==> src/rtl/pid3_pkg.sv <==
`default_nettype none
// ----------------------------------------------------------------------------
// pid3_pkg: shared types and constants
// Field widths, fixed-point constants, register indexes and saturation helper
// for the three-axis PID velocity controller.
// ----------------------------------------------------------------------------
package pid3_pkg;

  localparam int FIELD_W    = 24;
  localparam int VALUE_W    = 24;
  localparam int GAIN_W     = 16;
  localparam int HEAD_IN_W  = 17;
  localparam int HEAD_EXT_W = HEAD_IN_W + 1;
  localparam int HEAD_W     = 16;
  localparam int INT_W      = 32;
  localparam int DER_W      = FIELD_W + 1;
  localparam int NUM_AXES   = 3;

  localparam int PP_W  = GAIN_W + FIELD_W;
  localparam int PI_W  = GAIN_W + INT_W;
  localparam int PD_W  = GAIN_W + DER_W;
  localparam int PH_W  = GAIN_W + HEAD_W;
  localparam int SUM_W = PI_W + 2;
  localparam int SH_W  = SUM_W - 8;

  localparam int CFG_IDX_W  = 3;
  localparam int CFG_DATA_W = 24;

  localparam logic signed [HEAD_EXT_W-1:0] Q_PI     = HEAD_EXT_W'(12868);
  localparam logic signed [HEAD_EXT_W-1:0] Q_TWO_PI = HEAD_EXT_W'(25736);

  localparam logic signed [GAIN_W-1:0]  RST_GAIN_P  = GAIN_W'(256);
  localparam logic signed [GAIN_W-1:0]  RST_GAIN_I  = GAIN_W'(256);
  localparam logic signed [GAIN_W-1:0]  RST_GAIN_D  = GAIN_W'(256);
  localparam logic signed [GAIN_W-1:0]  RST_GAIN_H  = GAIN_W'(0);
  localparam logic signed [FIELD_W-1:0] RST_ALT_THR = FIELD_W'(410);

  localparam logic signed [SH_W-1:0] VMAX = SH_W'((64'sd1 <<< (VALUE_W - 1)) - 64'sd1);
  localparam logic signed [SH_W-1:0] VMIN = -VMAX - SH_W'(1);

  typedef enum logic [CFG_IDX_W-1:0] {
    REG_GAIN_P   = 3'd0,
    REG_GAIN_I   = 3'd1,
    REG_GAIN_D   = 3'd2,
    REG_GAIN_H   = 3'd3,
    REG_ALT_THR  = 3'd4
  } cfg_reg_t;

  typedef struct packed {
    logic signed [GAIN_W-1:0]  p;
    logic signed [GAIN_W-1:0]  i;
    logic signed [GAIN_W-1:0]  d;
    logic signed [GAIN_W-1:0]  h;
    logic signed [FIELD_W-1:0] alt_thr;
  } gains_t;

  typedef struct packed {
    logic signed [FIELD_W-1:0] err;
    logic signed [INT_W-1:0]   integ;
    logic signed [DER_W-1:0]   deriv;
  } axis_op_t;

  typedef struct packed {
    logic s2_load;
    logic out_load;
  } pipe_en_t;

  // saturate to the value range, then keep the field bits
  function automatic logic [FIELD_W-1:0] sat_field(input logic signed [SH_W-1:0] v);
    logic signed [SH_W-1:0] lim;
    lim = v;
    if (v > VMAX) begin
      lim = VMAX;
    end else if (v < VMIN) begin
      lim = VMIN;
    end
    return lim[FIELD_W-1:0];
  endfunction

endpackage
`default_nettype wire

==> src/rtl/pid3_yaw.sv <==
`default_nettype none
// ----------------------------------------------------------------------------
// pid3_yaw: yaw rate from wrapped heading error
// Registered heading gain product, floored by 2^8 and saturated.
// ----------------------------------------------------------------------------
module pid3_yaw import pid3_pkg::*; (
  input  wire logic               clk,
  input  pipe_en_t                en,
  input  gains_t                  gains,
  input  wire logic signed [HEAD_W-1:0] head,
  output logic [FIELD_W-1:0]      yaw_rate
);

  logic signed [PH_W-1:0] ph_r;
  logic signed [SH_W-1:0] sh;
  logic [FIELD_W-1:0]     yaw_r;

  always_ff @(posedge clk) begin
    if (en.s2_load) begin
      ph_r <= gains.h * head;
    end
  end

  assign sh = SH_W'(ph_r) >>> 8;

  always_ff @(posedge clk) begin
    if (en.out_load) begin
      yaw_r <= sat_field(sh);
    end
  end

  assign yaw_rate = yaw_r;

endmodule
`default_nettype wire

==> config.mk <==
export PLATFORM = sky130hd
export DESIGN_NAME = pid3_yaw
export DESIGN_NICKNAME = d
export VERILOG_FILES = /design/src/rtl/pid3_pkg.sv /design/src/rtl/pid3_yaw.sv
export SDC_FILE = /design/constraint.sdc
export NUM_CORES = 1
export LEC_CHECK = 0
export ABC_AREA = 1
export BUFFER_PORTS_ARGS = -buffer_cell sky130_fd_sc_hd__buf_4
export CAP_MARGIN = 20
export CORE_MARGIN = 8
export CORE_UTILIZATION = 60
export DETAILED_ROUTE_END_ITERATION = 16
export GPL_ROUTABILITY_DRIVEN = 1
export HOLD_SLACK_MARGIN = 0.03
export PLACE_DENSITY = 0.91
export SETUP_SLACK_MARGIN = 0.4
export SKIP_LAST_GASP = 1
export SYNTH_ARGS = -nofsm -noshare
export SYNTH_HDL_FRONTEND = slang
export SYNTH_SLANG_ARGS = --single-unit
==> constraint.sdc <==
create_clock -name clk -period 9 [get_ports clk]
set_input_delay 1.35 -clock clk [delete_from_list [all_inputs] [get_ports clk]]
set_output_delay 1.35 -clock clk [all_outputs]
set_load 0.01 [all_outputs]
==> reports/results.txt <==
status - finished clean
FF/Latch Area - 0.00144 mm2
Yosys reg bits - 48
PostCTS Resize Cnt - 0
Synthesized Nets - 2,015
Layout Utilization - 64.1%
hold path endpoint - yaw_rate[5]
Ant. Diodes - 0
Crit Path Class - input port to register
CTS buffer count - 5
area delta synth->final - 5.23%
Hold Crit Class - register to register
H-tree depth - 2
worst-path cell chain - buf_4, nand2_1, inv_1, fa_1, fa_1, fa_1, fa_1, fa_1, inv_1, fa_1, inv_1, ha_1, nand3_1, nor3_1, nand2_1, o21bai_1, nand3_1, nand2_1
R2R Setup Slk - 8.35 ns
Slew Limit Fails - 0
HPWL Detailed - 23,100 um
Mapped Cells - 1,568
crit path DAT - 6.92 ns
CP max stage cell - fa_1
number of top-level pins - 131
Multi-input gate area - 0.00865 mm2
gr usage total - 22.4%
worst hold margin - 0.419 ns
Post-CTS Setup Inserts - 0
Vias/cell - 5.19
CTS Buffer Depth - 2
# setup viols final - 0
max_slew headroom - 58.6%
vias - 9,465
# rows - 52
Peak Freq - 0.145 GHz
routability cong. - 0.922
Setup crit end kind - register
TritonCTS clock tree - done
dpl ws - 1.92 ns
full die area - 0.0254 mm2
Cell Area, Synth - 0.0123 mm2
First-pass DRT Iterations - 5
Clock Sink Count - 48
clock skew - 0.00428 ns
Post-Route WL - 27,100 um
max-cap viol count - 0
CP startpoint kind - input port
CTS Hold Buffers Added - 0
DRC viols - 0
Avg Cell Area, Syn - 7.86 um2
vias in the first global route - 10,554
antenna viol nets, final - 0
post-synthesis sequential area ratio - 11.7%
starting DRC count in detailed routing - 670
Least-Margin Pin Slew - 0.621 ns
pin count of the biggest net entering global routing - 25
CP max stage delay - 0.81 ns
Remaining Overflow, GRT - 0
setup TNS - 0 ns
core area - 0.0202 mm2
hold path startpoint - ph_r[13]
Worst-Skew Late Latency - 0.28 ns
Reg2Reg Depth - 0
worst path required time - 9.04 ns
wire per inst - 14.9 um
initial antenna violation count - 0
min Tclk post-route - 6.88 ns
layout cells sized above 1 - 5.21%
final hold vios - 0
clock root buffer master - clkbuf_16
PortBufs - 58
global-route wire length before repair - 46,800 um
WHS Path Cells - 0
RR Startpoint - ph_r[19]
die height - 159 um
clk slew on worst S/H paths - 0.06 ns
initial core utilization - 60.9%
CP dominant cell by count - fa_1
Setup WS post-layout - 2.12 ns
count of different cell masters after synthesis - 27
Worst R2R End - yaw_rate[11]
Crit Path Max Fanout - 16
die width - 159 um
final net count - 2,001
Yosys warning count - 0
RSZ-0062 raised after global routing - false
Fillers - 1,594
period utilization - 76.5%
## cells in the final DEF, fill, tap and decap left out, drive strengths merged, types with 2 or more instances in the layout
cell type / count
inv: 516
nand2: 416
fa: 261
ha: 79
buf: 58
nor2: 56
edfxtp: 48
a21oi: 30
nand3: 27
o21ai: 17
nor3: 9
xor2: 9
clkbuf: 5
o21bai: 5
or2: 4
nand4: 4
xnor2: 4
clkinv: 2
## worst max-delay path, delay by kind of cell
kind,cells,cell delay (ns)
compound gates,1,0.24
fa+ha+maj,7,3.98
buf+inv,4,0.38
simple gates,6,0.96
## cells in the mapped netlist
| library cell | count | area share [%] |
|---|---|---|
| a21oi_1 | 30 | 1.2 |
| and2_1 | 1 | 0.051 |
| and3_1 | 1 | 0.051 |
| buf_1 | 1 | 0.030 |
| clkbuf_1 | 78 | 2.4 |
| edfxtp_1 | 48 | 12 |
| fa_1 | 261 | 42 |
| ha_1 | 79 | 8.0 |
| inv_1 | 512 | 16 |
| inv_2 | 4 | 0.12 |
| nand2_1 | 410 | 12 |
| nand2_2 | 5 | 0.25 |
| nand2_4 | 1 | 0.091 |
| nand3_1 | 27 | 1.1 |
| nand3b_1 | 1 | 0.061 |
| nand4_1 | 4 | 0.20 |
| nor2_1 | 55 | 1.7 |
| nor2_2 | 1 | 0.051 |
| nor3_1 | 9 | 0.37 |
| nor4_1 | 1 | 0.051 |
| o21ai_0 | 12 | 0.49 |
| o21ai_1 | 5 | 0.20 |
| o21bai_1 | 4 | 0.24 |
| o21bai_2 | 1 | 0.091 |
| or2_2 | 4 | 0.20 |
| xnor2_1 | 4 | 0.28 |
| xor2_1 | 9 | 0.64 |
## layout make-up
type	count	share of cell area (%)
Inverter	516	14.9
Clock inverter	3	0.328
Tap cell	270	2.60
Multi-Input combinational cell	925	66.7
Clock buffer	5	0.964
Timing Repair Buffer	58	3.36
Sequential cell	48	11.1
## per-layer routing
metal | share of wire (%) | up-vias | track usage (%)
li1 | - | 4327 | -
met1 | 36 | 4658 | 24.5
met2 | 54 | 383 | 42.3
met3 | 5.8 | 97 | 2.95
met4 | 4.4 | 0 | 10.3
met5 | 0 | - | 0
## worst max path at each step
stage / endpoint / cells after the start / from
CTS: ph_r[28] / 18 / gains[39]
floorplan: ph_r[29] / 21 / head[6]
global route: ph_r[27] / 19 / gains[39]
global placement: ph_r[28] / 18 / head[1]
detailed placement: ph_r[28] / 18 / gains[39]
finish: ph_r[28] / 18 / gains[39]
## through the flow
stage          instance area [um2]  cells
5_1_grt                      13000   1825
3_3_place_gp                 12800   1817
4_1_cts                      13000   1825
6_report                     13000   1825
2_1_floorplan                12300   1568
3_5_place_dp                 12800   1817
## flip-flops by register name, indices dropped and copies added, names as in the netlist
| signal | count |
|---|---|
| ph_r | 24 |
| yaw_rate | 24 |
## logic make-up after synthesis
kind of cell | Yosys count | share of synthesized area (%)
buffers and inverters | 595 | 18.1
and+or+nand+nor | 520 | 16.6
adders and majority gates | 340 | 50.4
AOI/OAI and AO/OA | 52 | 2.24
DFF | 48 | 11.7
xor gates and xnor gates | 13 | 0.923
Power is not shown: default switching activity piles up to over one toggle a cycle in this logic, so the estimate is an artifact.
