`config.mk`:
```
export PLATFORM = sky130hd
export DESIGN_NAME = pid3_axis
export DESIGN_NICKNAME = d
export VERILOG_FILES = /design/src/rtl/pid3_pkg.sv /design/src/rtl/pid3_axis.sv
export SDC_FILE = /design/constraint.sdc
export NUM_CORES = 2
export LEC_CHECK = 0
export BUFFER_PORTS_ARGS = -buffer_cell sky130_fd_sc_hd__buf_2
export CORE_MARGIN = 2
export CORE_UTILIZATION = 45
export CTS_CLUSTER_DIAMETER = 60
export DETAILED_ROUTE_END_ITERATION = 8
export PLACE_DENSITY = 0.69
export RECOVER_POWER = 100
export SLEW_MARGIN = 10
export SYNTH_ARGS = -nofsm -noshare
export SYNTH_HDL_FRONTEND = slang
export SYNTH_SLANG_ARGS = --single-unit
```
`constraint.sdc`:
```
create_clock -name clk -period 6.58 [get_ports clk]
set_input_delay 0.658 -clock clk [delete_from_list [all_inputs] [get_ports clk]]
set_output_delay 0.658 -clock clk [all_outputs]
set_load 0.05 [all_outputs]
```
`src/rtl/pid3_pkg.sv`:
```
`default_nettype none
// ----------------------------------------------------------------------------
// pid3_pkg: shared types and constants
// Field widths, fixed-point constants, register indexes and saturation helper
// for the three-axis PID velocity controller.
// ----------------------------------------------------------------------------
package pid3_pkg;

  localparam int FIELD_W    = 24;
  localparam int VALUE_W    = 24;
  localparam int GAIN_W     = 16;
  localparam int HEAD_IN_W  = 17;
  localparam int HEAD_EXT_W = HEAD_IN_W + 1;
  localparam int HEAD_W     = 16;
  localparam int INT_W      = 32;
  localparam int DER_W      = FIELD_W + 1;
  localparam int NUM_AXES   = 3;

  localparam int PP_W  = GAIN_W + FIELD_W;
  localparam int PI_W  = GAIN_W + INT_W;
  localparam int PD_W  = GAIN_W + DER_W;
  localparam int PH_W  = GAIN_W + HEAD_W;
  localparam int SUM_W = PI_W + 2;
  localparam int SH_W  = SUM_W - 8;

  localparam int CFG_IDX_W  = 3;
  localparam int CFG_DATA_W = 24;

  localparam logic signed [HEAD_EXT_W-1:0] Q_PI     = HEAD_EXT_W'(12868);
  localparam logic signed [HEAD_EXT_W-1:0] Q_TWO_PI = HEAD_EXT_W'(25736);

  localparam logic signed [GAIN_W-1:0]  RST_GAIN_P  = GAIN_W'(256);
  localparam logic signed [GAIN_W-1:0]  RST_GAIN_I  = GAIN_W'(256);
  localparam logic signed [GAIN_W-1:0]  RST_GAIN_D  = GAIN_W'(256);
  localparam logic signed [GAIN_W-1:0]  RST_GAIN_H  = GAIN_W'(0);
  localparam logic signed [FIELD_W-1:0] RST_ALT_THR = FIELD_W'(410);

  localparam logic signed [SH_W-1:0] VMAX = SH_W'((64'sd1 <<< (VALUE_W - 1)) - 64'sd1);
  localparam logic signed [SH_W-1:0] VMIN = -VMAX - SH_W'(1);

  typedef enum logic [CFG_IDX_W-1:0] {
    REG_GAIN_P   = 3'd0,
    REG_GAIN_I   = 3'd1,
    REG_GAIN_D   = 3'd2,
    REG_GAIN_H   = 3'd3,
    REG_ALT_THR  = 3'd4
  } cfg_reg_t;

  typedef struct packed {
    logic signed [GAIN_W-1:0]  p;
    logic signed [GAIN_W-1:0]  i;
    logic signed [GAIN_W-1:0]  d;
    logic signed [GAIN_W-1:0]  h;
    logic signed [FIELD_W-1:0] alt_thr;
  } gains_t;

  typedef struct packed {
    logic signed [FIELD_W-1:0] err;
    logic signed [INT_W-1:0]   integ;
    logic signed [DER_W-1:0]   deriv;
  } axis_op_t;

  typedef struct packed {
    logic s2_load;
    logic out_load;
  } pipe_en_t;

  // saturate to the value range, then keep the field bits
  function automatic logic [FIELD_W-1:0] sat_field(input logic signed [SH_W-1:0] v);
    logic signed [SH_W-1:0] lim;
    lim = v;
    if (v > VMAX) begin
      lim = VMAX;
    end else if (v < VMIN) begin
      lim = VMIN;
    end
    return lim[FIELD_W-1:0];
  endfunction

endpackage
`default_nettype wire

```
`src/rtl/pid3_axis.sv`:
```
`default_nettype none
// ----------------------------------------------------------------------------
// pid3_axis: per-axis multiply-add
// Registers the three gain products, then sums, floors by 2^8 and saturates.
// ----------------------------------------------------------------------------
module pid3_axis import pid3_pkg::*; (
  input  wire logic               clk,
  input  pipe_en_t                en,
  input  gains_t                  gains,
  input  axis_op_t                op,
  output logic [FIELD_W-1:0]      vel
);

  logic signed [PP_W-1:0]  pp_r;
  logic signed [PI_W-1:0]  pi_r;
  logic signed [PD_W-1:0]  pd_r;
  logic signed [SUM_W-1:0] sum;
  logic signed [SH_W-1:0]  sh;
  logic [FIELD_W-1:0]      vel_r;

  always_ff @(posedge clk) begin
    if (en.s2_load) begin
      pp_r <= gains.p * op.err;
      pi_r <= gains.i * op.integ;
      pd_r <= gains.d * op.deriv;
    end
  end

  assign sum = SUM_W'(pp_r) + SUM_W'(pi_r) + SUM_W'(pd_r);
  assign sh  = SH_W'(sum >>> 8);

  always_ff @(posedge clk) begin
    if (en.out_load) begin
      vel_r <= sat_field(sh);
    end
  end

  assign vel = vel_r;

endmodule
`default_nettype wire

```
==> results.sh <==
export IMPL_viasPerCell=5.04
export IMPL_root_buffer="clkbuf_16"
export IMPL_fp_dieW_um=351
export IMPL_synth_distinct_cells=83
export IMPL_route_vias_total=40300
export IMPL_stdcell_count=7992
export IMPL_rr_worst_depth=17
export IMPL_critical_path_max_stage_delay_ps=530
export IMPL_rsz0062_at_grt="yes"
export IMPL_relSlewSlack_pct=-81.6
export IMPL_htreeDepth=4
export IMPL_critPathSlowestCell="fa_1"
export IMPL_hold_class="in -> reg"
export IMPL_final_cell_area_um2=62100
export IMPL_ys_warn_count=0
export IMPL_async_reset_ff_share_pct=0
export IMPL_grt_ovfl_total=0
export IMPL_cp_start_kind="input pin"
export IMPL_synthesis_nets=7666
export IMPL_clock_latency_ps=460
export IMPL_place_congestion=0.912
export IMPL_final_nets=8190
export IMPL_hold_violations=0
export IMPL_end_kind="flop"
export IMPL_status="finished, violations left"
export IMPL_wire_per_inst_um=16.9
export IMPL_cp_data_arrival_time_ps=6670
export IMPL_grt_util_all_layers_pct=22.9
export IMPL_cts_sinks=153
export IMPL_cp_max_fo=17
export IMPL_post_route_drc_count=0
export IMPL_cts_buffer_depth=2
export IMPL_dr_pass1_iters=7
export IMPL_io_pins=196
export IMPL_clkTransAtPathRegs_ps=70
export IMPL_tightest_slew_ps=2720
export IMPL_synth_cells=5839
export IMPL_multi_input_area_um2=43900
export IMPL_syn_cell_area_um2=54200
export IMPL_grt_max_degree=83
export IMPL_placementRows=127
export IMPL_syn_avg_cell_area_um2=9.29
export IMPL_drive_above_1_share_pct=13.8
export IMPL_ys_ff_latch=153
export IMPL_dp_slack_ps=-783
export IMPL_dp_final_hpwl_um=118000
export IMPL_cts_tree="built"
export IMPL_final_min_clock_period_ps=6470
export IMPL_skew_ps=9.11
export IMPL_dieArea_um2=123000
export IMPL_post_dp_cell_area_um2=60800
export IMPL_yosysSeqAreaShare_pct=8.47
export IMPL_hold_depth=3
export IMPL_antenna_found_initial=6
export IMPL_drv_slew=132
export IMPL_area_growth_pct=14.5
export IMPL_totalWireLength_um=135000
export IMPL_cap_violations=2
export IMPL_core_area_um2=120000
export IMPL_fmax_ghz=0.155
export IMPL_required_ps=6780
export IMPL_first_iter_violations=2262
export IMPL_grt_util_met3_pct=2.06
export IMPL_setup_violations=0
export IMPL_first_global_vias=43900
export IMPL_cpMostUsedCell="fa_1"
export IMPL_grt_pass1_wl_um=224000
export IMPL_synth_edff_count=153
export IMPL_crit_cells=26
export IMPL_fin_crit_sh_pct=98.3
export IMPL_violations="max-capacitance violations, max-slew violations"
export IMPL_synthFlopType="edfxtp_1"
export IMPL_numPortBuffers=155
export IMPL_timing_final_ws_setup_ps=112
export IMPL_crit_family="adder cells"
export IMPL_die_height_um=351
export IMPL_start_util_pct=45.3
export IMPL_cts_inserted_buffers=17
export IMPL_crit_buf_inv=6
export IMPL_regArea_um2=4590
export IMPL_dp_cells=7947
export IMPL_ant_nets=0
export IMPL_nFillCells=11000
export IMPL_use_met1_pct=30.2
export IMPL_crit_type="in -> reg"
export IMPL_grt_busiest_layer="met2"
export IMPL_met2_usage_pct=39.7
placed cells by master, fill, tap and decap left out, types with 7 or more instances in the layout:
master,count
and2_0,19
buf_2,75
a21oi_2,12
buf_12,23
a21o_1,65
xor2_1,42
o21ai_2,19
and3_1,7
and2_1,505
o21ai_1,23
edfxtp_1,153
nand2_1,777
ha_4,15
fa_1,1277
nor3_1,22
a21oi_1,145
clkbuf_1,36
fa_2,18
o21ai_0,69
and2_4,9
inv_1,1466
clkbuf_16,17
nand2b_1,38
nor2b_1,19
or3_1,11
nor2_1,156
buf_4,540
nand3_1,37
a31oi_1,14
a211oi_1,10
o21a_1,22
xnor2_1,121
inv_2,8
buf_6,26
clkbuf_4,20
ha_1,343
nand4_1,18
o21bai_1,27
per-stage QoR:
stage / setup TNS [ps] / utilization (%) / hold WS [ps]
4_1_cts: -39.5 / 51.3 / 741
6_report: 0 / 51.8 / 792
5_1_grt: -698 / 51.8 / 793
3_5_place_dp: -16560 / 50.7 / 1090
3_3_place_gp: -13750 / 50.7 / 1100
2_1_floorplan: -43.2 / - / 770
tightest hold or removal path: stages:
cell,delay [ps]
buf_2,100
buf_4,220
and2_1,150
kinds of logic after synthesis:
group | Yosys count | share of synthesized area, %
buf+inv | 1693 | 11.8
simple gates | 1674 | 15.0
fa+ha+maj | 1655 | 56.1
compound gates | 498 | 5.99
xor+xnor | 164 | 2.65
flops | 153 | 8.47
mux | 2 | 0.0369
final timing paths:
kind                                         start              endpoint  slack [ps]
worst max register to register   pp_r[5]$_DFFE_PP_  vel[2]$_SDFFCE_PN1P_         390
worst min register to register  pp_r[12]$_DFFE_PP_  vel[4]$_SDFFCE_PN1P_        1110
worst min-delay path                        op[25]     pi_r[0]$_DFFE_PP_         790
worst max-delay path                     gains[61]    pi_r[44]$_DFFE_PP_         110
metal layers:
layer  vias to the layer above  share of wire, %
li1                      18300                 -
met1                     20700                41
met2                      1059                50
met3                       230               4.6
met4                         0               3.6
met5                         -                 0
synthesized netlist by cell type, types with 8 or more instances:
cell	number	area [um2]
nand2_1	779	2920
and3_1	11	68.8
and2_1	533	3330
a21o_1	65	488
edfxtp_1	153	4590
inv_1	1473	5530
a21oi_1	157	786
buf_2	8	40.0
fa_1	1295	25900
nand4_1	18	113
xnor2_1	122	1070
nand3_1	40	200
nor2_1	158	593
o21bai_1	28	210
clkbuf_1	204	766
o21ai_0	80	400
ha_1	360	4500
a211oi_1	14	105
nor3_1	25	125
o21ai_2	21	184
nand2b_1	38	238
a31oi_1	17	106
xor2_1	42	368
o21a_1	22	165
or3_1	11	68.8
nor2b_1	21	131
o21ai_1	10	50.1
cell type report:
| type | count | area share (%) |
|---|---|---|
| sequential | 153 | 7.40 |
| antenna | 4 | 0.0161 |
| inverter | 1475 | 8.91 |
| clock buffer | 17 | 0.685 |
| multi-input combinational | 3993 | 70.6 |
| tap | 1612 | 3.25 |
| clock inverter | 15 | 0.282 |
| timing repair buffer | 723 | 8.83 |
sequential cells by signal, indices dropped and copies added, names as in the netlist:
name / count
vel: 24
pd_r: 41
pi_r: 48
pp_r: 40
repair_timing:
action,CTS,global route
pin swaps,3,107
setup buffers,0,12
gates resized for setup,18,208
endpoints found under the setup margin,15,30
hold buffers,0,0
Power is not shown: default switching activity piles up to over one toggle a cycle in this logic, so the estimate is an artifact.
