$ cat config.mk
export PLATFORM = sky130hd
export DESIGN_NAME = pid3_front
export DESIGN_NICKNAME = d
export VERILOG_FILES = /design/src/rtl/pid3_pkg.sv /design/src/rtl/pid3_front.sv
export SDC_FILE = /design/constraint.sdc
export NUM_CORES = 1
export LEC_CHECK = 0
export ABC_AREA = 1
export BUFFER_PORTS_ARGS = -buffer_cell sky130_fd_sc_hd__clkbuf_2
export CAP_MARGIN = 10
export CORE_ASPECT_RATIO = 0.5
export CORE_MARGIN = 2
export CORE_UTILIZATION = 60
export DETAILED_ROUTE_END_ITERATION = 6
export PLACE_DENSITY_LB_ADDON = 0.08
export SYNTH_ARGS = -nofsm -noshare
export SYNTH_HDL_FRONTEND = slang
export SYNTH_SLANG_ARGS = --single-unit
$ cat constraint.sdc
create_clock -name clk -period 13.3 [get_ports clk]
set_input_delay 2.66 -clock clk [delete_from_list [all_inputs] [get_ports clk]]
set_output_delay 2.66 -clock clk [all_outputs]
set_load 0.1 [all_outputs]
$ cat src/rtl/pid3_pkg.sv
`default_nettype none
// ----------------------------------------------------------------------------
// pid3_pkg: shared types and constants
// Field widths, fixed-point constants, register indexes and saturation helper
// for the three-axis PID velocity controller.
// ----------------------------------------------------------------------------
package pid3_pkg;

  localparam int FIELD_W    = 24;
  localparam int VALUE_W    = 24;
  localparam int GAIN_W     = 16;
  localparam int HEAD_IN_W  = 17;
  localparam int HEAD_EXT_W = HEAD_IN_W + 1;
  localparam int HEAD_W     = 16;
  localparam int INT_W      = 32;
  localparam int DER_W      = FIELD_W + 1;
  localparam int NUM_AXES   = 3;

  localparam int PP_W  = GAIN_W + FIELD_W;
  localparam int PI_W  = GAIN_W + INT_W;
  localparam int PD_W  = GAIN_W + DER_W;
  localparam int PH_W  = GAIN_W + HEAD_W;
  localparam int SUM_W = PI_W + 2;
  localparam int SH_W  = SUM_W - 8;

  localparam int CFG_IDX_W  = 3;
  localparam int CFG_DATA_W = 24;

  localparam logic signed [HEAD_EXT_W-1:0] Q_PI     = HEAD_EXT_W'(12868);
  localparam logic signed [HEAD_EXT_W-1:0] Q_TWO_PI = HEAD_EXT_W'(25736);

  localparam logic signed [GAIN_W-1:0]  RST_GAIN_P  = GAIN_W'(256);
  localparam logic signed [GAIN_W-1:0]  RST_GAIN_I  = GAIN_W'(256);
  localparam logic signed [GAIN_W-1:0]  RST_GAIN_D  = GAIN_W'(256);
  localparam logic signed [GAIN_W-1:0]  RST_GAIN_H  = GAIN_W'(0);
  localparam logic signed [FIELD_W-1:0] RST_ALT_THR = FIELD_W'(410);

  localparam logic signed [SH_W-1:0] VMAX = SH_W'((64'sd1 <<< (VALUE_W - 1)) - 64'sd1);
  localparam logic signed [SH_W-1:0] VMIN = -VMAX - SH_W'(1);

  typedef enum logic [CFG_IDX_W-1:0] {
    REG_GAIN_P   = 3'd0,
    REG_GAIN_I   = 3'd1,
    REG_GAIN_D   = 3'd2,
    REG_GAIN_H   = 3'd3,
    REG_ALT_THR  = 3'd4
  } cfg_reg_t;

  typedef struct packed {
    logic signed [GAIN_W-1:0]  p;
    logic signed [GAIN_W-1:0]  i;
    logic signed [GAIN_W-1:0]  d;
    logic signed [GAIN_W-1:0]  h;
    logic signed [FIELD_W-1:0] alt_thr;
  } gains_t;

  typedef struct packed {
    logic signed [FIELD_W-1:0] err;
    logic signed [INT_W-1:0]   integ;
    logic signed [DER_W-1:0]   deriv;
  } axis_op_t;

  typedef struct packed {
    logic s2_load;
    logic out_load;
  } pipe_en_t;

  // saturate to the value range, then keep the field bits
  function automatic logic [FIELD_W-1:0] sat_field(input logic signed [SH_W-1:0] v);
    logic signed [SH_W-1:0] lim;
    lim = v;
    if (v > VMAX) begin
      lim = VMAX;
    end else if (v < VMIN) begin
      lim = VMIN;
    end
    return lim[FIELD_W-1:0];
  endfunction

endpackage
`default_nettype wire

$ cat src/rtl/pid3_front.sv
`default_nettype none
// ----------------------------------------------------------------------------
// pid3_front: error, integral and derivative stage
// Holds integral and previous error per axis, updates them on each accepted
// item (integral only if airborne); registers ops and wrapped heading error.
// ----------------------------------------------------------------------------
module pid3_front import pid3_pkg::*; (
  input  wire logic                          clk,
  input  wire logic                          rst_n,
  input  wire logic                          accept,
  input  wire logic signed [FIELD_W-1:0]     target_x_body,
  input  wire logic signed [FIELD_W-1:0]     target_y_body,
  input  wire logic signed [FIELD_W-1:0]     target_z_body,
  input  wire logic signed [FIELD_W-1:0]     altitude,
  input  wire logic signed [HEAD_IN_W-1:0]   heading_error,
  input  gains_t                             gains,
  output axis_op_t                           ops [NUM_AXES],
  output logic signed [HEAD_W-1:0]           head
);

  logic signed [INT_W-1:0]   integ_r [NUM_AXES];
  logic signed [INT_W-1:0]   integ_nxt [NUM_AXES];
  logic signed [FIELD_W-1:0] prev_r [NUM_AXES];
  logic signed [FIELD_W-1:0] err [NUM_AXES];
  axis_op_t                  ops_r [NUM_AXES];
  axis_op_t                  ops_nxt [NUM_AXES];
  logic signed [HEAD_W-1:0]  head_r, head_nxt;
  logic                      airborne;

  function automatic logic signed [HEAD_W-1:0] wrap_head(
    input logic signed [HEAD_IN_W-1:0] h_in);
    logic signed [HEAD_EXT_W-1:0] h;
    logic signed [HEAD_EXT_W-1:0] r;
    h = HEAD_EXT_W'(h_in);
    r = h;
    if (h > Q_PI) begin
      if (h - Q_TWO_PI <= Q_PI) begin
        r = h - Q_TWO_PI;
      end else if (h - (Q_TWO_PI <<< 1) <= Q_PI) begin
        r = h - (Q_TWO_PI <<< 1);
      end else begin
        r = h - (Q_TWO_PI <<< 1) - Q_TWO_PI;
      end
    end else if (h < -Q_PI) begin
      if (h + Q_TWO_PI >= -Q_PI) begin
        r = h + Q_TWO_PI;
      end else if (h + (Q_TWO_PI <<< 1) >= -Q_PI) begin
        r = h + (Q_TWO_PI <<< 1);
      end else begin
        r = h + (Q_TWO_PI <<< 1) + Q_TWO_PI;
      end
    end
    return r[HEAD_W-1:0];
  endfunction

  assign err[0]   = target_y_body;
  assign err[1]   = target_x_body;
  assign err[2]   = target_z_body;
  assign airborne = altitude > gains.alt_thr;
  assign head_nxt = wrap_head(heading_error);

  always_comb begin
    logic signed [INT_W:0] s;
    for (int k = 0; k < NUM_AXES; k++) begin
      s = (INT_W+1)'(integ_r[k]) + (INT_W+1)'(err[k]);
      if (s[INT_W] != s[INT_W-1]) begin
        integ_nxt[k] = s[INT_W] ? {1'b1, {(INT_W-1){1'b0}}} : {1'b0, {(INT_W-1){1'b1}}};
      end else begin
        integ_nxt[k] = s[INT_W-1:0];
      end
      if (!airborne) begin
        integ_nxt[k] = integ_r[k];
      end
      ops_nxt[k].err   = err[k];
      ops_nxt[k].integ = integ_nxt[k];
      ops_nxt[k].deriv = DER_W'(err[k]) - DER_W'(prev_r[k]);
    end
  end

  always_ff @(posedge clk) begin
    if (!rst_n) begin
      for (int k = 0; k < NUM_AXES; k++) begin
        integ_r[k] <= '0;
        prev_r[k]  <= '0;
      end
    end else if (accept) begin
      for (int k = 0; k < NUM_AXES; k++) begin
        integ_r[k] <= integ_nxt[k];
        prev_r[k]  <= err[k];
      end
    end
  end

  always_ff @(posedge clk) begin
    if (accept) begin
      ops_r  <= ops_nxt;
      head_r <= head_nxt;
    end
  end

  assign ops  = ops_r;
  assign head = head_r;

endmodule
`default_nettype wire

==> impl_metrics.csv <==
group,metric,value,unit
power,vdd_drop_max,0.000109,V
drt,drc,0,
worst_setup_path,worst-path-max-fanout,103,
timing,period_needed,5640,ps
timing,tightest_slew,1170,ps
timing,period_share,0.424,
min_path,hold_class,"flop to flop",
worst_setup_path,ff2ff_setup_slack,9720,ps
clock_network,htreeDepth,2,
floorplanning,dieArea,50500,sq um
power,p_sw,2.41,mW
job,maxCapViolCount,0,
timing,hold_violations,0,
drt,first_iter_violations,2094,
clock_network,worstSkewPairLatency,570,ps
floorplanning,die_w,316,um
drt,avgRoutedWirePerCell,16.9,um
drt,viasPerCell,5.40,
power,clockPowerShare,0.216,
worst_setup_path,cp_data_arrival_time,5910,ps
power,pwr-share-comb,0.444,
synthesis,synth-edff-count,427,
placed_design,dpl_worst_slack,7130,ps
power,p_per_area,161,nW/um^2
run_status,outcome,"finished, final reports clean",
power,sequentialPowerShare,0.340,
clock_network,cts.repair.resized,0,
timing,fin_tns_setup,0,ps
final_layout,num-nets-final,4362,
power,p_total,5.28,mW
synthesis,synth.distinct_cells,48,
clock_network,clk_pin_slew_worst_paths,60,ps
final_layout,n_antenna_cell,0,
placed_design,numPortBuffers,398,
placed_design,hpwl,58700,um
floorplanning,die_y,160,um
clock_network,cts_buffer_depth,3,
power,internal_power,2.86,mW
global_route,grt_usage,0.305,
final_layout,fillCellCount,4047,
power,p_leak,16.5,nW
global_route,grt.overflow.total,0,
placed_design,place_inst,4558,
global_route,antenna_found_initial,1,
drt,firstDrtPassIters,6,
timing,timing.hold.ws,633,ps
worst_setup_path,cp.required,13570,ps
floorplanning,core_area,48200,sq um
final_layout,fin_cells,4629,
synthesis,postSynth.asyncResetShare,0,
timing,max_freq,177,MHz
floorplanning,num_rows,57,
global_route,grt_first_pass_wirelength,123000,um
timing,setup_viol,0,
worst_setup_path,start_kind,"input pin",
clock_network,ctsRootBufferMaster,"clkbuf_16",
global_route,first_global_vias,23800,
synthesis,synth_warnings,0,
timing,final.setup.worst_slack,7660,ps
clock_network,cts_tree,"done",
clock_network,hold_buffers,0,
placed_design,gp_congestion,0.966,
clock_network,post-cts-setup-buffers,0,
timing,rsz0062_at_grt,"no",
synthesis,syn_area,29100,sq um
synthesis,synthFlopType,"edfxtp_1",
power,swShare,0.457,
drt,vias,25000,
worst_setup_path,critPathCaptureType,"flop",
placed_design,placed_cell_area,31600,sq um
final_layout,postLayoutCoreUtil,0.682,
floorplanning,io_pins,463,
synthesis,syn-num-nets,3986,
global_route,grt_max_degree,104,
synthesis,ys_seq_area_frac,0.440,
floorplanning,start_util,0.605,
timing,drv_slew,0,
synthesis,netlist_instances,3574,
final_layout,drive_above_1_share,0.166,
timing,slew_headroom,0.217,
clock_network,numCtsBuffers,39,
drt,totalWireLength,78200,um
final_layout,finalInstanceArea,32900,sq um
synthesis,ys_ff_latch,427,
synthesis,syn_area_per_cell,8.16,sq um
clock_network,cts_sinks,427,
final_layout,syn2layout_area_growth,12.7,%
timing,fin_skew,37.2,ps
worst_setup_path,crit_type,"input pin to flop",
drt,detail-route-antenna-nets,0,
[cell type report]
cell class,count,area [sq um],share of cell area
sequential,427,12800,0.390
clock buffer,53,1050,0.0319
inverter,513,1930,0.0586
tap,649,812,0.0247
multi-input combinational,2562,14000,0.426
clock inverter,18,193,0.00586
timing repair buffer,407,2070,0.0630
[synthesized netlist by cell type, types with 7 or more instances]
cell type,number,area [sq um]
nand4_1,36,225
ha_1,202,2530
a21oi_1,239,1200
inv_2,7,26.3
nand2_1,945,3550
a21boi_0,7,52.6
nand2_4,10,113
nand2_2,56,350
nor2_1,336,1260
o21ai_0,104,521
buf_2,20,100
or2_2,88,551
nand3_1,230,1150
xnor2_1,31,272
o21a_1,19,143
edfxtp_1,427,12800
and3_1,7,43.8
nor2_2,27,169
inv_1,504,1890
xor2_1,112,981
buf_4,13,97.6
nor3_1,21,105
o21bai_1,21,158
a21o_1,20,150
clkbuf_1,26,97.6
buf_6,9,101
[critical path: stages]
cell      delay (ps)
clkbuf_2          70
inv_1             30
ha_1             280
a21oi_1          130
nor2_1            50
nor3_1           160
nand2_1          190
nand2_1          130
nand3_1           80
nand2_1           90
nand2_1           90
nor2_4            80
buf_4            720
nand2_2          120
inv_2            620
nand2_1          130
nand2_1          140
nor2_1            50
[cell usage in the layout (no fill, tap or decap), types with 88 or more instances in the layout]
master,Yosys,final
nand2_1,945,943
inv_1,504,504
edfxtp_1,427,427
clkbuf_2,1,397
nor2_1,336,336
a21oi_1,239,239
nand3_1,230,230
ha_1,202,202
xor2_1,112,112
o21ai_0,104,104
or2_2,88,88
[worst paths after layout]
check / start / end / cells past startpoint
setup reg to reg: integ_r[0][64] / integ_r[0][90] / 17
hold reg to reg: prev_r[0][0] / ops[162] / 2
hold / removal: prev_r[0][0] / ops[162] / 2
setup / recovery: gains[5] / integ_r[0][47] / 18
[power groups by stage]
stage | Sequential, mW | Combinational, mW | Clock, mW
final | 1.80 | 2.34 | 1.14
after global routing | 1.81 | 2.51 | 1.20
after CTS | 1.80 | 2.33 | 1.15
after detailed placement | 1.82 | 2.32 | 0
after global placement | 1.82 | 2.29 | 0
after floorplan | 2.73 | 0.971 | 0
[logic make-up after synthesis]
kind of cell               share of synthesized area
adders and majority gates                     0.0908
buffers and inverters                         0.0808
xor gates and xnor gates                      0.0430
and+or+nand+nor                                0.263
DFF                                            0.440
AOI/OAI and AO/OA                             0.0825
[routing by layer]
metal | routed length (um) | part of all wire | up-vias | track usage
li1 | - | - | 12500 | -
met2 | 35700 | 0.46 | 749 | 0.498
met1 | 35300 | 0.45 | 11700 | 0.423
met5 | 13 | 0.00017 | - | 0
met3 | 4850 | 0.062 | 150 | 0.0456
met4 | 2310 | 0.030 | 2 | 0.0888
[sequential cells by signal (all words and copies together) (netlist names)]
signal and flops:
ops 243, integ_r 96, prev_r 72, head 16
Power figures use the tool's default switching activity.
