--- config.mk ---
export PLATFORM = sky130hd
export DESIGN_NAME = pid3_cfg_flat
export DESIGN_NICKNAME = d
export VERILOG_FILES = /design/src/rtl/pid3_pkg.sv /design/src/rtl/pid3_cfg_if.sv /design/src/rtl/pid3_cfg.sv /design/src/flat_wrapper.sv
export SDC_FILE = /design/constraint.sdc
export NUM_CORES = 1
export LEC_CHECK = 0
export BUFFER_PORTS_ARGS = -buffer_cell sky130_fd_sc_hd__buf_2
export CAP_MARGIN = 10
export CORE_MARGIN = 2
export CORE_UTILIZATION = 53
export DETAILED_ROUTE_END_ITERATION = 8
export PLACE_DENSITY = 0.85
export SLEW_MARGIN = 20
export SYNTH_ARGS = -nofsm -noshare
export SYNTH_HDL_FRONTEND = slang
export SYNTH_SLANG_ARGS = --single-unit
--- constraint.sdc ---
create_clock -name clk -period 3.23 [get_ports clk]
set_input_delay 0.4845 -clock clk [delete_from_list [all_inputs] [get_ports clk]]
set_output_delay 0.4845 -clock clk [all_outputs]
set_load 0.01 [all_outputs]
--- src/rtl/pid3_pkg.sv ---
`default_nettype none
// ----------------------------------------------------------------------------
// pid3_pkg: shared types and constants
// Field widths, fixed-point constants, register indexes and saturation helper
// for the three-axis PID velocity controller.
// ----------------------------------------------------------------------------
package pid3_pkg;

  localparam int FIELD_W    = 24;
  localparam int VALUE_W    = 24;
  localparam int GAIN_W     = 16;
  localparam int HEAD_IN_W  = 17;
  localparam int HEAD_EXT_W = HEAD_IN_W + 1;
  localparam int HEAD_W     = 16;
  localparam int INT_W      = 32;
  localparam int DER_W      = FIELD_W + 1;
  localparam int NUM_AXES   = 3;

  localparam int PP_W  = GAIN_W + FIELD_W;
  localparam int PI_W  = GAIN_W + INT_W;
  localparam int PD_W  = GAIN_W + DER_W;
  localparam int PH_W  = GAIN_W + HEAD_W;
  localparam int SUM_W = PI_W + 2;
  localparam int SH_W  = SUM_W - 8;

  localparam int CFG_IDX_W  = 3;
  localparam int CFG_DATA_W = 24;

  localparam logic signed [HEAD_EXT_W-1:0] Q_PI     = HEAD_EXT_W'(12868);
  localparam logic signed [HEAD_EXT_W-1:0] Q_TWO_PI = HEAD_EXT_W'(25736);

  localparam logic signed [GAIN_W-1:0]  RST_GAIN_P  = GAIN_W'(256);
  localparam logic signed [GAIN_W-1:0]  RST_GAIN_I  = GAIN_W'(256);
  localparam logic signed [GAIN_W-1:0]  RST_GAIN_D  = GAIN_W'(256);
  localparam logic signed [GAIN_W-1:0]  RST_GAIN_H  = GAIN_W'(0);
  localparam logic signed [FIELD_W-1:0] RST_ALT_THR = FIELD_W'(410);

  localparam logic signed [SH_W-1:0] VMAX = SH_W'((64'sd1 <<< (VALUE_W - 1)) - 64'sd1);
  localparam logic signed [SH_W-1:0] VMIN = -VMAX - SH_W'(1);

  typedef enum logic [CFG_IDX_W-1:0] {
    REG_GAIN_P   = 3'd0,
    REG_GAIN_I   = 3'd1,
    REG_GAIN_D   = 3'd2,
    REG_GAIN_H   = 3'd3,
    REG_ALT_THR  = 3'd4
  } cfg_reg_t;

  typedef struct packed {
    logic signed [GAIN_W-1:0]  p;
    logic signed [GAIN_W-1:0]  i;
    logic signed [GAIN_W-1:0]  d;
    logic signed [GAIN_W-1:0]  h;
    logic signed [FIELD_W-1:0] alt_thr;
  } gains_t;

  typedef struct packed {
    logic signed [FIELD_W-1:0] err;
    logic signed [INT_W-1:0]   integ;
    logic signed [DER_W-1:0]   deriv;
  } axis_op_t;

  typedef struct packed {
    logic s2_load;
    logic out_load;
  } pipe_en_t;

  // saturate to the value range, then keep the field bits
  function automatic logic [FIELD_W-1:0] sat_field(input logic signed [SH_W-1:0] v);
    logic signed [SH_W-1:0] lim;
    lim = v;
    if (v > VMAX) begin
      lim = VMAX;
    end else if (v < VMIN) begin
      lim = VMIN;
    end
    return lim[FIELD_W-1:0];
  endfunction

endpackage
`default_nettype wire

--- src/rtl/pid3_cfg_if.sv ---
`default_nettype none
// ----------------------------------------------------------------------------
// pid3_cfg_if: configuration write channel
// Register index and write data with valid/ready.
// ----------------------------------------------------------------------------
interface pid3_cfg_if import pid3_pkg::*; ();
  logic                  valid;
  logic                  ready;
  logic [CFG_IDX_W-1:0]  index;
  logic [CFG_DATA_W-1:0] data;

  modport source (output valid, index, data, input ready);
  modport sink   (input valid, index, data, output ready);
endinterface
`default_nettype wire

--- src/rtl/pid3_cfg.sv ---
`default_nettype none
// ----------------------------------------------------------------------------
// pid3_cfg: configuration registers
// Gains and altitude threshold, written through the configuration channel.
// ----------------------------------------------------------------------------
module pid3_cfg import pid3_pkg::*; (
  input  wire logic  clk,
  input  wire logic  rst_n,
  pid3_cfg_if.sink   cfg_ch,
  output gains_t     gains
);

  gains_t gains_r, gains_nxt;
  logic   wr;

  assign cfg_ch.ready = 1'b1;
  assign wr           = cfg_ch.valid && cfg_ch.ready;

  always_comb begin
    gains_nxt = gains_r;
    if (wr) begin
      unique case (cfg_ch.index)
        REG_GAIN_P:  gains_nxt.p       = cfg_ch.data[GAIN_W-1:0];
        REG_GAIN_I:  gains_nxt.i       = cfg_ch.data[GAIN_W-1:0];
        REG_GAIN_D:  gains_nxt.d       = cfg_ch.data[GAIN_W-1:0];
        REG_GAIN_H:  gains_nxt.h       = cfg_ch.data[GAIN_W-1:0];
        REG_ALT_THR: gains_nxt.alt_thr = cfg_ch.data[FIELD_W-1:0];
        default:     gains_nxt = gains_r;
      endcase
    end
  end

  always_ff @(posedge clk) begin
    if (!rst_n) begin
      gains_r.p       <= RST_GAIN_P;
      gains_r.i       <= RST_GAIN_I;
      gains_r.d       <= RST_GAIN_D;
      gains_r.h       <= RST_GAIN_H;
      gains_r.alt_thr <= RST_ALT_THR;
    end else begin
      gains_r <= gains_nxt;
    end
  end

  assign gains = gains_r;

endmodule
`default_nettype wire

--- src/flat_wrapper.sv ---
// flat-port wrapper written by rule: the top's interface ports become plain ports
module pid3_cfg_flat import pid3_pkg::*;
  (clk, rst_n, gains, cfg_ch_valid, cfg_ch_index, cfg_ch_data, cfg_ch_ready);
  pid3_cfg_if cfg_ch_i ();
  input  wire logic clk;
  input  wire logic rst_n;
  output gains_t gains;
  input wire logic [$bits(cfg_ch_i.valid)-1:0] cfg_ch_valid;
  input wire logic [$bits(cfg_ch_i.index)-1:0] cfg_ch_index;
  input wire logic [$bits(cfg_ch_i.data)-1:0] cfg_ch_data;
  output wire logic [$bits(cfg_ch_i.ready)-1:0] cfg_ch_ready;
  assign cfg_ch_i.valid = cfg_ch_valid;
  assign cfg_ch_i.index = cfg_ch_index;
  assign cfg_ch_i.data = cfg_ch_data;
  assign cfg_ch_ready = cfg_ch_i.ready;
  pid3_cfg u_core (.clk(clk), .rst_n(rst_n), .cfg_ch(cfg_ch_i), .gains(gains));
endmodule
==> results_tabular.tex, run 1 <==
\begin{tabular}{lr}
\hline
Metric & Value \\
\hline
\multicolumn{2}{l}{\textbf{Synth}} \\
\quad Total number of yosys warnings & 0 \\
\quad Distinct cells, synth & 14 \\
\quad Simple-gate share of the synthesized area & 15.9\% \\
\quad Fraction of synthesized cell area in xor and xnor cells & 0\% \\
\quad Mapped Area & 3310 um2 \\
\quad Top post-synthesis cells by count & nand2\_1 (104), dfxtp\_1 (88), mux2i\_1 (88), nor2b\_1 (13), clkbuf\_1 (12) \\
\quad Top\_reg\_cell synth & dfxtp\_1 \\
\quad Synth top area share & 53.2\% \\
\quad Most numerous cell in the Yosys netlist & nand2\_1 \\
\quad Top area cells in the synthesized netlist & dfxtp\_1 (53\%), mux2i\_1 (27\%), nand2\_1 (12\%) \\
\quad Mux cell area share after synthesis & roughly a quarter \\
\quad Syn Nets & 354 \\
\quad Share of the synthesized area in compound gates (AO/OA/AOI/OAI) & 0\% \\
\quad Number of synthesized register bits & $\sim$90 \\
\quad Fraction of synthesis flops using an asynchronous set or reset pin & 0\% \\
\quad Sequential fraction of the synthesis area & 53.2\% \\
\quad Post-synthesis cell count & roughly 320 \\
\quad EDFF count, synth & 0 \\
\quad Combinational family with the most area after synthesis & multiplexers \\
\quad Fraction of the mapped netlist area in adder cells & 0\% \\
\quad Mean instance size in the synthesized netlist & 10.2 um2 \\
\quad Largest area contributor in the synthesized netlist & dfxtp\_1 \\
\multicolumn{2}{l}{\textbf{Floorplan}} \\
\quad Die X-Extent & approximately 83 um \\
\quad Die boundary height & 83.0 um \\
\quad I/O pin count & roughly 120 \\
\quad Core Region & 5990 um2 \\
\quad Effective utilization at floorplan & 55.2\% \\
\quad Row cnt & 28 \\
\quad Total die area & 6890 um2 \\
\multicolumn{2}{l}{\textbf{Route}} \\
\quad First DRT Iteration DRCs & 94 \\
\quad DRT antenna net count & 0 \\
\quad Final Routed Wirelength & 7180 um \\
\quad Via density per instance & 5.00 \\
\quad TritonRoute pass-1 iters & 4 \\
\quad Via count & between 2,000 and 3,000 \\
\quad Detailed-route DRC error count & 0 \\
\quad Mean routed wirelength per cell & $\sim$14 um \\
\multicolumn{2}{l}{\textbf{Layout}} \\
\quad Final nets & approximately 460 \\
\quad Max reg flops & 88 \\
\quad Area of combinational cells with multiple inputs & 1410 um2 \\
\quad Synth-to-Final Area Change & 22.0\% \\
\quad Layout fillers & 495 \\
\quad Antenna Diode Count & 0 \\
\quad Fraction of final layout cells with drive strength greater than 1 & 30.9\% \\
\quad Register area & 1760 um2 \\
\multicolumn{2}{l}{\textbf{Place}} \\
\quad Detailed-placement wirelength estimate & 4950 um \\
\quad Port Buffer Count & 117 \\
\quad Weighted congestion reported at the end of routability-driven placement & 0.754 \\
\multicolumn{2}{l}{\textbf{CTS}} \\
\quad Clk Latency, worst-skew pair & 330 ps \\
\quad Clock sinks & 88 \\
\quad Maximum level of the CTS H-tree & 3 \\
\quad TritonCTS Buffers & 9 \\
\quad Hold-fix buffers, CTS & 0 \\
\quad Number of gates resized after CTS & 0 \\
\quad Clock root buffer master & clkbuf\_8 \\
\quad Clock transition at the registers of the reported paths & $\sim$80 ps \\
\quad CTS tree & yes \\
\quad Clk buf depth & 2 \\
\quad Post-CTS Setup Repair Bufs & 0 \\
\multicolumn{2}{l}{\textbf{Global route}} \\
\quad Wire length of the first global-routing pass & 11,600 um \\
\quad Remaining Overflow, GRT & 0 \\
\quad Antenna violations before repair & 0 \\
\quad Pin count of the biggest net entering global routing & 56 \\
\quad Number of global-route vias before repair & 2,435 \\
\quad Total global routing track utilization & 20.9\% \\
\multicolumn{2}{l}{\textbf{STA}} \\
\quad Final min period & 1630 ps \\
\quad Maximum clock skew at final layout & 0 ps \\
\quad Number of hold-slack violations in the final timing report & 0 \\
\quad Number of max-slew violations in the final report & 0 \\
\quad Setup tns final & 0 ps \\
\quad Setup repair after global routing missed its margin & no \\
\quad Total of endpoints with negative setup slack in the final report & 0 \\
\quad Highest attainable clock frequency & 0.612 GHz \\
\quad Worst slew pin tran & 933 ps \\
\quad Worst slew margin relative to its limit & 37.8\% \\
\quad Post-route fraction of the period consumed by the critical path & 50.6\% \\
\multicolumn{2}{l}{\textbf{Flow run}} \\
\quad Max capacitance violation total & 0 \\
\multicolumn{2}{l}{\textbf{Pwr}} \\
\quad Largest vdd supply drop & 0.317 mV \\
\quad Overall power & between 1.5 and 2 mW \\
\quad Power density over the cells & 464 nW/um2 \\
\quad Leakage power total & 2.08 nW \\
\multicolumn{2}{l}{\textbf{Setup path}} \\
\quad CP startpoint kind & input port \\
\quad Largest fanout on the critical path & 16 \\
\quad Arrival time of the worst setup path & 1810 ps \\
\quad Worst reg2reg setup slack & $\sim$2600 ps \\
\quad CP required & 3410 ps \\
\quad Worst setup path category & in -> reg \\
\quad Setup crit end kind & register \\
\multicolumn{2}{l}{\textbf{Hold path}} \\
\quad Min-delay worst type & in -> reg \\
\multicolumn{2}{l}{\textbf{Status}} \\
\quad Result of the run & finished clean \\
\hline
\end{tabular}
## worst max-delay path: stages
cell and delay (ps):
buf_2 120, or4b_1 960, mux2i_1 250
## report_power, final
group	leakage [nW]	internal, mW	switching (mW)
Sequential	0.712	1.11	0.0119
Clock	0.0749	0.265	0.336
Combinational	1.29	0.0632	0.0887
Total	2.08	1.44	0.436
## stage by stage
stage          hold slack (ps)  utilization (%)  worst slack [ps]  std cells  area [um2]
2_1_floorplan              479                -              1690        324        3310
3_3_place_gp               438             65.1              1280        495        3900
3_5_place_dp               444             65.1              1220        495        3900
4_1_cts                    371             67.4              1580        508        4040
5_1_grt                    385             67.4              1540        508        4040
6_report                   381             67.4              1600        508        4040
## layout by cell type (no fill, tap or decap)
cell	instances
buf_12	1
or4b_1	1
clkbuf_8	9
conb_1	1
buf_2	116
nand2_1	104
clkbuf_1	2
dfxtp_1	88
nand4bb_1	1
nand4b_1	1
mux2i_1	88
nor2b_1	13
clkinv_2	2
buf_4	4
and4bb_2	2
## final cells by class
| cell class | count | share of cell area (%) |
|---|---|---|
| clock buffers | 11 | 3.25 |
| clock inverters | 2 | 0.248 |
| multi-input cells | 211 | 34.9 |
| flip-flops and latches | 88 | 43.6 |
| well taps | 75 | 2.32 |
| repair buffers | 121 | 15.6 |
## cells by family after synthesis
group | Yosys count
and+or+nand+nor | 122
DFF | 88
other | 1
buffers and inverters | 25
muxes | 88
## path summary, 6_finish.rpt
path | to | cells past startpoint | from
worst max-delay path | u_core.gains[86] | 3 | cfg_ch_index[1]
worst min-delay path | u_core.gains[16] | 3 | cfg_ch_data[16]
worst max register to register | u_core.gains[86] | 2 | u_core.gains[86]
worst min register to register | u_core.gains[22] | 2 | u_core.gains[22]
## metal layers
layer / vias up / wire length (um) / track usage (%)
li1: 1267 / - / -
met1: 1167 / 3390 / 27.4
met2: 98 / 3190 / 33.1
met3: 9 / 503 / 5.57
met4: 0 / 88 / 8.05
met5: - / 0 / 0
No activity file was read; power rests on OpenSTA's default activity.
==> run 2, diff against run 1 <==
Settings changed: CORE_UTILIZATION 53 to 49, PLACE_DENSITY 0.85 to 0.79.
Clock period 3.23 ns to 1.6 ns, I/O delays scaled along.
==> run 2 against run 1 <==
Compared with the run above: register-to-register slack got worse by 1600 ps; worst hold slack got worse by 240 ps; power increased by 130%; wire length increased by 4.9%; via count increased by 3.2%; cell area increased by 4.2%; die area increased by 7.8%; clock-buffer cell count increased by 1; critical path depth decreased by 2; first-iteration DRC count decreased by 11%; sequential share of layout area decreased by 1.8 points; sequential power increased by 100%; highest routed layer unchanged.
==> results_tabular.tex, run 2 (synthesis results as in run 1) <==
\begin{tabular}{lr}
\hline
Metric & Value \\
\hline
\multicolumn{2}{l}{\textbf{Layout}} \\
\quad Final nets & 466 (was 461) \\
\quad Fraction of final layout cells with drive strength greater than 1 & 32.3\% (was 30.9\%) \\
\quad Synth-to-Final Area Change & 27.1\% (was 22.0\%) \\
\quad Final design instance area without fill & 4210 um2 (was 4040 um2) \\
\quad Antenna Diode Count & 0 (unchanged) \\
\quad Max reg flops & 88 (unchanged) \\
\quad Top library cells by usage in the layout, fill and taps aside & buf\_2 (116), nand2\_1 (104), mux2i\_1 (88), dfxtp\_1 (88), nor2b\_1 (13) (unchanged) \\
\quad Commonest non-fill, non-tap cell in the layout & buf\_2 (unchanged) \\
\multicolumn{2}{l}{\textbf{Route}} \\
\quad Detailed-route DRC error count & 0 (unchanged) \\
\quad Via count & 2,623 (was 2,541) \\
\quad Mean routed wirelength per cell & 14.6 um (was 14.1 um) \\
\quad First DRT Iteration DRCs & 84 (was 94) \\
\quad DRT antenna net count & 0 (unchanged) \\
\quad TritonRoute pass-1 iters & 6 (was 4) \\
\quad Final Routed Wirelength & 7530 um (was 7180 um) \\
\quad Via density per instance & 5.07 (was 5.00) \\
\multicolumn{2}{l}{\textbf{Setup path}} \\
\quad Critical-path top delay cell & dfxtp\_1 (was or4b\_1) \\
\quad Largest fanout on the critical path & 2 (was 16) \\
\quad Worst setup path category & reg -> out (was in -> reg) \\
\quad CP startpoint kind & register (was input port) \\
\quad CP required & 1360 ps (was 3410 ps) \\
\quad Slowest stage delay, CP & 370 ps (was 960 ps) \\
\quad Crit path buffers/inverters & 1 (unchanged) \\
\quad Arrival time of the worst setup path & 850 ps (was 1810 ps) \\
\quad Chain of cells forming the critical path & buf\_2 (was buf\_2 -> or4b\_1 -> mux2i\_1) \\
\quad Top cell family by delay on the critical path & flip-flops (was simple AND/OR/NAND/NOR gates) \\
\quad Setup crit end kind & primary output (was register) \\
\multicolumn{2}{l}{\textbf{Global route}} \\
\quad Wire length of the first global-routing pass & 12,100 um (was 11,600 um) \\
\quad Total global routing track utilization & 20.9\% (about the same) \\
\quad Pin count of the biggest net entering global routing & 42 (was 56) \\
\quad Antenna violations before repair & 0 (unchanged) \\
\quad Remaining Overflow, GRT & 0 (unchanged) \\
\quad Number of global-route vias before repair & 2,496 (was 2,435) \\
\multicolumn{2}{l}{\textbf{Floorplan}} \\
\quad Total die area & 7430 um2 (was 6890 um2) \\
\quad Die boundary height & 86.2 um (was 83.0 um) \\
\quad Effective utilization at floorplan & 51.2\% (was 55.2\%) \\
\quad I/O pin count & 119 (unchanged) \\
\quad Core Region & 6460 um2 (was 5990 um2) \\
\quad Row cnt & 29 (was 28) \\
\quad Die X-Extent & 86.2 um (was 83.0 um) \\
\multicolumn{2}{l}{\textbf{Flow run}} \\
\quad Max capacitance violation total & 0 (unchanged) \\
\multicolumn{2}{l}{\textbf{CTS}} \\
\quad CTS tree & yes (unchanged) \\
\quad Clock sinks & 88 (unchanged) \\
\quad Hold-fix buffers, CTS & 0 (unchanged) \\
\quad Clk Latency, worst-skew pair & 340 ps (was 330 ps) \\
\quad Clock root buffer master & clkbuf\_8 (unchanged) \\
\quad Clk buf depth & 2 (unchanged) \\
\quad Maximum level of the CTS H-tree & 3 (unchanged) \\
\quad Post-CTS Setup Repair Bufs & 0 (unchanged) \\
\quad TritonCTS Buffers & 9 (unchanged) \\
\quad Clock transition at the registers of the reported paths & 80 ps (about the same) \\
\quad Number of gates resized after CTS & 0 (unchanged) \\
\multicolumn{2}{l}{\textbf{Status}} \\
\quad Result of the run & finished clean (unchanged) \\
\multicolumn{2}{l}{\textbf{STA}} \\
\quad Final min period & 1090 ps \\
\quad Number of hold-slack violations in the final timing report & 0 (unchanged) \\
\quad Setup tns final & 0 ps (unchanged) \\
\quad Total of endpoints with negative setup slack in the final report & 0 (unchanged) \\
\quad Setup repair after global routing missed its margin & no (unchanged) \\
\quad Highest attainable clock frequency & 0.918 GHz \\
\quad Post-route worst hold slack & 138 ps (was 381 ps) \\
\quad Maximum clock skew at final layout & 0 ps (unchanged) \\
\quad Number of max-slew violations in the final report & 0 (unchanged) \\
\quad Post-route fraction of the period consumed by the critical path & 68.1\% \\
\multicolumn{2}{l}{\textbf{Place}} \\
\quad Port Buffer Count & 117 (unchanged) \\
\quad Detailed-placement wirelength estimate & 5260 um (was 4950 um) \\
\quad Placed instance area & 3990 um2 (was 3900 um2) \\
\quad Weighted congestion reported at the end of routability-driven placement & 0.762 (was 0.754) \\
\multicolumn{2}{l}{\textbf{Hold path}} \\
\quad Min-delay worst type & in -> reg (unchanged) \\
\multicolumn{2}{l}{\textbf{Pwr}} \\
\quad Largest vdd supply drop & 0.615 mV (was 0.317 mV) \\
\quad Power density over the cells & 1020 nW/um2 (was 464 nW/um2) \\
\quad Leakage power total & 2.16 nW (was 2.08 nW) \\
\hline
\end{tabular}
run 2: cell types whose count changed in the layout (fill, tap and decap cells not counted):
cell       previous run  this run
buf_4                 4         5
clkinv_2              2         1
clkbuf_1              2         1
bufinv_16             0         2
buf_12                1         5
clkbuf_8              9        11
run 2: stage by stage:
step	utilization [%]	cells	setup slack [ps]	power, mW
after floorplan	-	324	306	2.50
after global placement	61.7	502	226	2.63
after detailed placement	61.7	502	187	2.64
after CTS	65.1	517	501	4.30
after global routing	65.1	517	466	4.43
final	65.1	517	511	4.27
run 2: worst paths after layout:
| check | cells after the start | endpoint | start | slack, ps |
|---|---|---|---|---|
| max | 1 | gains[13] | u_core.gains[13] | 510 |
| min reg2reg | 2 | u_core.gains[38] | u_core.gains[38] | 460 |
| max reg2reg | 2 | u_core.gains[1] | u_core.gains[1] | 960 |
| min | 3 | u_core.gains[18] | cfg_ch_data[18] | 140 |
run 2: report_power, final:
group / switching, mW / internal, mW
logic: 0.184 / 0.140
registers: 0.0242 / 2.24
clock network: 0.733 / 0.956
total: 0.941 / 3.33
run 2: layout make-up:
class	instances	area (um2)
clock buffer	12	155
clock inverter	3	65.1
fill	536	2250
multi-input combinational	211	1410
sequential	88	1760
tap	77	96.3
timing repair buffer	126	718
run 2: per-layer routing:
metal | up-vias | GRT usage (%) | part of all wire (%)
li1 | 1293 | - | -
met4 | 0 | 8.10 | 1.6
met3 | 12 | 5.81 | 7.4
met2 | 96 | 34.4 | 46
met1 | 1222 | 26.3 | 45
met5 | - | 0 | 0
